**src/rtl/hkat_pkg.sv**
```systemverilog
// shared types and constants for the handle key allocator table
`default_nettype none

package hkat_pkg;

    localparam int ACTION_W = 2;
    localparam int KEY_FIELD_W = 8;
    localparam int VALUE_FIELD_W = 32;
    localparam int COUNT_FIELD_W = 8;

    localparam logic [ACTION_W-1:0] ACT_ADD    = 2'd0;
    localparam logic [ACTION_W-1:0] ACT_GET    = 2'd1;
    localparam logic [ACTION_W-1:0] ACT_REMOVE = 2'd2;

    // controller to datapath
    typedef struct packed {
        logic accept;
        logic clear_step;
        logic scan_step;
        logic finish_look;
        logic finish_scan;
    } hkat_cmd_t;

    // datapath to controller
    typedef struct packed {
        logic clear_last;
        logic start_scan;
        logic hit;
        logic res_free;
    } hkat_stat_t;

endpackage

`default_nettype wire

```
**src/rtl/hkat_ctrl.sv**
```systemverilog
// controller state machine of the handle key allocator table
`default_nettype none

module hkat_ctrl
    import hkat_pkg::*;
(
    input  wire logic       clk,
    input  wire logic       rst_n,
    input  wire logic       in_valid,
    output logic            in_ready,
    input  wire hkat_stat_t stat,
    output hkat_cmd_t       cmd
);

    localparam logic [1:0] ST_CLEAR = 2'd0;
    localparam logic [1:0] ST_IDLE  = 2'd1;
    localparam logic [1:0] ST_LOOK  = 2'd2;
    localparam logic [1:0] ST_SCAN  = 2'd3;

    logic [1:0] state_reg;
    logic [1:0] state_next;

    always_comb
    begin
        state_next = state_reg;
        cmd        = '0;
        in_ready   = 1'b0;
        unique case (state_reg)
            ST_CLEAR:
            begin
                cmd.clear_step = 1'b1;
                if (stat.clear_last)
                begin
                    state_next = ST_IDLE;
                end
            end
            ST_IDLE:
            begin
                in_ready = 1'b1;
                if (in_valid)
                begin
                    cmd.accept = 1'b1;
                    state_next = stat.start_scan ? ST_SCAN : ST_LOOK;
                end
            end
            ST_LOOK:
            begin
                if (stat.res_free)
                begin
                    cmd.finish_look = 1'b1;
                    state_next      = ST_IDLE;
                end
            end
            ST_SCAN:
            begin
                if (!stat.hit)
                begin
                    cmd.scan_step = 1'b1;
                end
                else if (stat.res_free)
                begin
                    cmd.finish_scan = 1'b1;
                    state_next      = ST_IDLE;
                end
            end
            default:
            begin
                state_next = ST_CLEAR;
            end
        endcase
    end

    always_ff @(posedge clk or negedge rst_n)
    begin
        if (!rst_n)
        begin
            state_reg <= ST_CLEAR;
        end
        else
        begin
            state_reg <= state_next;
        end
    end

endmodule

`default_nettype wire

```
**config.mk**
```make
export PLATFORM = sky130hd
export DESIGN_NAME = hkat_ctrl
export DESIGN_NICKNAME = d
export VERILOG_FILES = /design/src/rtl/hkat_pkg.sv /design/src/rtl/hkat_ctrl.sv
export SDC_FILE = /design/constraint.sdc
export NUM_CORES = 1
export LEC_CHECK = 0
export ABC_AREA = 1
export BUFFER_PORTS_ARGS = -buffer_cell sky130_fd_sc_hd__buf_2
export CAP_MARGIN = 20
export CORE_AREA = 4 4 41 43
export DETAILED_ROUTE_END_ITERATION = 8
export DIE_AREA = 0 0 45 47
export PLACE_DENSITY = 0.44
export SLEW_MARGIN = 40
export SYNTH_ARGS = -nofsm -noshare
export SYNTH_HDL_FRONTEND = slang
export SYNTH_SLANG_ARGS = --single-unit
```
**constraint.sdc**
```tcl
create_clock -name clk -period 1 [get_ports clk]
set_clock_uncertainty 0.05 [all_clocks]
set_input_delay 0.05 -clock clk [delete_from_list [all_inputs] [get_ports clk]]
set_output_delay 0.05 -clock clk [all_outputs]
set_load 0.005 [all_outputs]
```
==> results of run 1 <==
==> per-stage QoR <==
| step | setup slack, ns | setup TNS [ns] | area (µm²) | hold slack, ns | util, % |
|---|---|---|---|---|---|
| 2_1_floorplan | 0.008321 | 0 | 158.9 | -0.2956 | - |
| 3_3_place_gp | -0.04170 | -0.05641 | 252.7 | -0.2130 | 19.42 |
| 3_5_place_dp | -0.04270 | -0.06120 | 252.7 | -0.2103 | 19.42 |
| 4_1_cts | -0.2062 | -1.054 | 302.8 | 0.05260 | 23.27 |
| 5_1_grt | -0.2275 | -1.272 | 380.4 | 0.1011 | 29.23 |
| 6_report | -0.1793 | -0.7874 | 380.4 | 0.06824 | 29.23 |
==> critical path, delay by kind of cell, from the launching register on <==
family | cells | cell delay [ns]
buf+inv | 3 | 0.32
flops | 1 | 0.45
simple gates | 1 | 0.10
==> worst max-delay path by stage <==
stage / start / to / slack, ns / cells after the start
floorplan: state_reg[0] / state_reg[0] / 0.008 / 6
global placement: state_reg[0] / state_reg[0] / -0.04 / 6
detailed placement: state_reg[0] / state_reg[0] / -0.04 / 6
CTS: state_reg[0] / cmd[0] / -0.21 / 3
global route: state_reg[1] / cmd[3] / -0.23 / 4
finish: state_reg[1] / cmd[3] / -0.18 / 4
==> timing repair <==
item,in CTS,in global routing
endpoints found under the setup margin,7,7
resized for setup,2,15
hold buffers,1,0
hold endpoints to repair,2,0
pin swaps,1,6
setup buffers,2,3
==> layout by cell type (no fill, tap or decap), types with 2 or more instances in the layout <==
| cell type | count |
|---|---|
| dfrtp_2 | 2 |
| buf_6 | 5 |
| nor2_4 | 2 |
| buf_4 | 4 |
| inv_1 | 6 |
| inv_2 | 3 |
| nand2_1 | 7 |
| nand3_1 | 2 |
| clkbuf_4 | 3 |
| buf_2 | 10 |
==> power breakdown <==
part / internal (mW) / switching [mW] / leakage, nW / total, mW
clock network: 0.132 / 0.0428 / 0.0138 / 0.175
logic: 0.404 / 0.298 / 0.195 / 0.702
registers: 0.133 / 0.0794 / 0.0212 / 0.212
==> layout make-up <==
| class | instances | area, µm² | area share, % |
|---|---|---|---|
| Clock buffer | 3 | 22.52 | 5.921 |
| Tap cell | 15 | 18.77 | 4.934 |
| Sequential cell | 2 | 52.55 | 13.82 |
| Timing Repair Buffer | 20 | 146.4 | 38.49 |
| Multi-Input combinational cell | 17 | 106.4 | 27.96 |
| Inverter | 9 | 33.78 | 8.882 |
==> routing by layer <==
| metal | track usage (%) | vias to the layer above | wire (µm) |
|---|---|---|---|
| li1 | - | 128 | - |
| met1 | 6.122 | 96 | 247 |
| met2 | 7.627 | 8 | 229 |
| met3 | 3.448 | 0 | 48 |
| met4 | 1.754 | 0 | 0 |
| met5 | 0 | - | 0 |
==> logic make-up (layout without fill, tap and decap cells) <==
group,after synthesis,count (layout),synth area share [%]
AND/OR/NAND/NOR,16,16,44.10
AO/OA/AOI/OAI,1,1,3.147
flip-flops,2,2,31.50
buffers and inverters,9,32,21.26
==> flow_summary_export.csv, run 1 <==
group,metric,value,unit
global_routing,antenna_found_initial,0,
critical_path,r2r_slack,-0.12,ns
clock_network,cts_buffers,3,
finish,final_cells,66,
finish,largest_reg_flops,2,
routing,routed_wl,525,µm
finish,area_delta_synth_final,139.4,%
timing,worst_slack,-0.1793,ns
routing,wl_per_cell,7.955,µm
yosys,ys_seq_area_share,31.50,%
die,dieArea,2115,µm²
routing,vias,232,
finish,final_layout_size_suffix_gt1_share,64.71,%
clock_network,clk_path_buf_depth,2,
clock_network,cts.clk_slew.worst_paths,0.03,ns
yosys,synth_area,158.9,µm²
timing,min_period,1.179,ns
global_routing,grt_pass1_vias,214,
yosys,synthDominantCellAreaShare,31.50,%
power_and_ir_drop,power_density,2861,nW/µm²
die,fp.dieH,47,µm
routing,drc,0,
place,place_inst,57,
routing,routed_via_density,3.515,
yosys,ys.flop_type,"dfrtp_1",
clock_network,clockRootBuffer,"clkbuf_4",
place,gp_congestion,0.6873,
critical_path,worst-setup-path-type,"register to output pin",
worst_hold_path,hp-class,"primary input to register",
critical_path,path_max_fanout,5,
timing,clock.fmax,847.9,MHz
yosys,synthArstFlopShare,100.0,%
yosys,synth_top_cell_by_area,"dfrtp_1",
timing,grt_setup_unrepaired,"yes",
clock_network,clock_latency,0.22,ns
die,row_count,13,
yosys,avgSynthCellArea,5.675,µm²
place,dpl.hpwl,400.8,µm
critical_path,worstPathRequired,0.90,ns
critical_path,start_kind,"register",
critical_path,r2r-end,"state_reg[0]",
critical_path,cp.arrival,1.08,ns
worst_hold_path,whs_path_depth,5,
yosys,synth_cells,28,
worst_hold_path,hp-start,"stat[2]",
timing,setup_violations,7,
critical_path,critPathMaxStageDelay,0.45,ns
critical_path,path_common_cell,"buf_6",
clock_network,h-tree-depth,1,
global_routing,grt_overflow,0,
timing,drv_slew,0,
timing,relSlewSlack,88.71,%
global_routing,grt_util_all_layers,5.209,%
finish,nNetsFinal,60,
yosys,synth_most_common_cell,"inv_1",
die,start_util,12.21,%
critical_path,worstSetupEndpointType,"output pin",
yosys,synth.net_count,35,
routing,drt_iter0_drc,1,
die,pin_count,13,
timing,layout_worst_path_cycle_share,117.9,%
finish,fill_cells,155,
clock_network,clock_sinks,2,
global_routing,grt_max_degree,6,
power_and_ir_drop,vdd_drop_max,1.249,mV
global_routing,grt_pass1_wl,779,µm
critical_path,r2r_start,"state_reg[1]",
yosys,synth_area_leaders,"dfrtp_1, inv_1, nand2_1",
routing,first_pass_iters,2,
die,die_w,45,µm
timing,worstMarginPinSlew,0.1680,ns
yosys,ys_warn_count,0,
run_status,failed_checks,"setup timing",
place,numPortBuffers,12,
critical_path,crit_chain,"buf_6, nor2_4, buf_6, buf_6",
timing,hold_viol_final,0,
critical_path,rr_worst_depth,7,
yosys,ys_ff_latch,2,
yosys,yosysUniqueCellTypes,9,
clock_network,cts_tree,"yes",
worst_hold_path,holdPathEnd,"state_reg[0]",
finish,antenna_cells,0,
job,drv_cap,0,
critical_path,slowest_stage,"dfrtp_2",
routing,final_antenna_net_count,0,
die,core_area,1301,µm²
power_and_ir_drop,total_power,1.088,mW
run_status,status,"complete, but fails checks",
yosys,synth-edff-count,0,
yosys,synthTopCellsByCount,"inv_1, nand2_1, nand3_1",
power_and_ir_drop,power.leakage,0.2297,nW
No activity file was read; power rests on OpenSTA's default activity.
==> inputs of run 2 (changes only) <==
==> constraint.sdc (replaced) <==
create_clock -name clk -period 1 [get_ports clk]
set_clock_uncertainty 0.05 [all_clocks]
set_input_delay 0.2 -clock clk [delete_from_list [all_inputs] [get_ports clk]]
set_output_delay 0.2 -clock clk [all_outputs]
set_load 0.005 [all_outputs]
==> flow_summary_export.csv, run 2 (synthesis gave the netlist of run 1 again) <==
group,metric,value,unit
run_status,status,"complete, but fails checks",
run_status,failed_checks,"setup timing",
clock_network,cts_tree,"yes",
routing,vias,241,
critical_path,critPathMaxStageDelay,0.42,ns
clock_network,clock_latency,0.22,ns
global_routing,grt_pass1_vias,251,
power_and_ir_drop,total_power,1.015,mW
timing,whs,0.2061,ns
place,pre_cts_slack,-0.1426,ns
timing,drv_slew,0,
critical_path,worst-setup-path-type,"register to output pin",
critical_path,cp.arrival,1.03,ns
routing,wl_per_cell,8.258,µm
clock_network,cts_buffers,3,
power_and_ir_drop,power_frac_seq,17.4,%
routing,routed_wl,545,µm
timing,setup_violations,8,
timing,setup-tns-final,-1.675,ns
power_and_ir_drop,power.leakage,0.2251,nW
timing,worstMarginPinSlew,0.1725,ns
critical_path,path_max_fanout,4,
global_routing,grt_max_degree,5,
critical_path,worstSetupEndpointType,"output pin",
timing,hold_viol_final,0,
die,die_w,45,µm
routing,first_pass_iters,2,
power_and_ir_drop,vdd_drop_max,0.8855,mV
clock_network,clock_sinks,2,
clock_network,clk_path_buf_depth,2,
clock_network,clockRootBuffer,"clkbuf_4",
finish,final_layout_size_suffix_gt1_share,58.82,%
power_and_ir_drop,power_frac_comb,65.0,%
finish,finish.instance_area,357.8,µm²
routing,drc,0,
timing,worst_slack,-0.2833,ns
finish,antenna_cells,0,
critical_path,start_kind,"register",
timing,layout_worst_path_cycle_share,128.3,%
power_and_ir_drop,power_density,2836,nW/µm²
power_and_ir_drop,p_switching,0.3962,mW
power_and_ir_drop,p_int,0.6186,mW
job,drv_cap,0,
place,gp_congestion,0.7027,
routing,final_antenna_net_count,0,
power_and_ir_drop,netSwitchingFraction,39.05,%
timing,relSlewSlack,88.41,%
timing,clock.fmax,779.2,MHz
die,start_util,12.21,%
clock_network,h-tree-depth,1,
critical_path,slowest_stage,"dfrtp_2",
global_routing,antenna_found_initial,0,
finish,nNetsFinal,60,
global_routing,grt_util_all_layers,6.240,%
routing,routed_via_density,3.652,
routing,drt_iter0_drc,1,
worst_hold_path,hp-class,"primary input to register",
finish,largest_reg_flops,2,
finish,mostFrequentLayoutCell,"buf_2",
finish,layout_common_cells,"buf_2, nand2_1, inv_1",
die,dieArea,2115,µm²
critical_path,worstPathRequired,0.75,ns
global_routing,grt_pass1_wl,903,µm
die,row_count,13,
die,core_area,1301,µm²
die,pin_count,13,
timing,min_period,1.283,ns
finish,area_delta_synth_final,125.2,%
timing,grt_setup_unrepaired,"yes",
power_and_ir_drop,power_frac_clock,17.6,%
critical_path,crit_chain,"nor2_2, nand2_1, inv_1, buf_2",
finish,fill_cells,167,
die,fp.dieH,47,µm
place,placed_area,266.5,µm²
clock_network,cts.clk_slew.worst_paths,0.03,ns
place,numPortBuffers,12,
global_routing,grt_overflow,0,
## run 2: cell counts in the layout (fill, tap and decap cells not counted)
Identical to the previous run, type by type.
## run 2: routing by layer
metal	global-route usage [%]	vias to the layer above	part of all wire, %
met2	9.605	8	50
met4	7.018	0	0
li1	-	130	-
met1	5.909	103	41
met3	2.682	0	9.2
met5	0	-	0
## run 2: final timing paths
check / slack [ns] / start / cells after the start / end
min: 0.21 / in_valid / 3 / state_reg[1]
max in group asynchronous: 0.55 / rst_n / 2 / state_reg[1]
max: -0.28 / state_reg[1] / 4 / cmd[4]
min in group asynchronous: 0.24 / rst_n / 2 / state_reg[0]
min reg2reg: 0.61 / state_reg[1] / 3 / state_reg[1]
max reg2reg: -0.09 / state_reg[0] / 7 / state_reg[0]
## run 2: worst max-delay path, delay by kind of cell (launching register included)
family / cells / cell delay, ns
and+or+nand+nor: 2 / 0.23
buffers and inverters: 2 / 0.16
DFF: 1 / 0.42
## run 2: final cells by class
class	count	area [µm²]	area share, %
clock buffer	3	22.52	6.294
inverter	9	33.78	9.441
multi-input combinational	17	98.84	27.62
sequential	2	51.30	14.34
tap	15	18.77	5.245
timing repair buffer	20	132.6	37.06
## run 2: power groups by stage
| stage | sequential, mW | combinational [mW] | clock, mW |
|---|---|---|---|
| floorplan | 0.171 | 0.227 | 0 |
| global placement | 0.180 | 0.416 | 0 |
| detailed placement | 0.182 | 0.417 | 0 |
| CTS | 0.171 | 0.663 | 0.187 |
| global route | 0.185 | 0.732 | 0.189 |
| finish | 0.177 | 0.660 | 0.178 |
## run 2: what timing repair did
action / in CTS / in global routing
resized for setup: 8 / 1
setup endpoints to repair: 7 / 8
pin swaps: 4 / 0
hold endpoints to repair: 2 / 0
hold buffers: 1 / 0
buffers inserted: 6 / 0
## run 2: stage by stage
| step | util, % | cells |
|---|---|---|
| after floorplan | - | 28 |
| after global placement | 20.48 | 58 |
| final | 27.50 | 66 |
| after global routing | 27.50 | 66 |
| after CTS | 27.40 | 66 |
| after detailed placement | 20.48 | 58 |
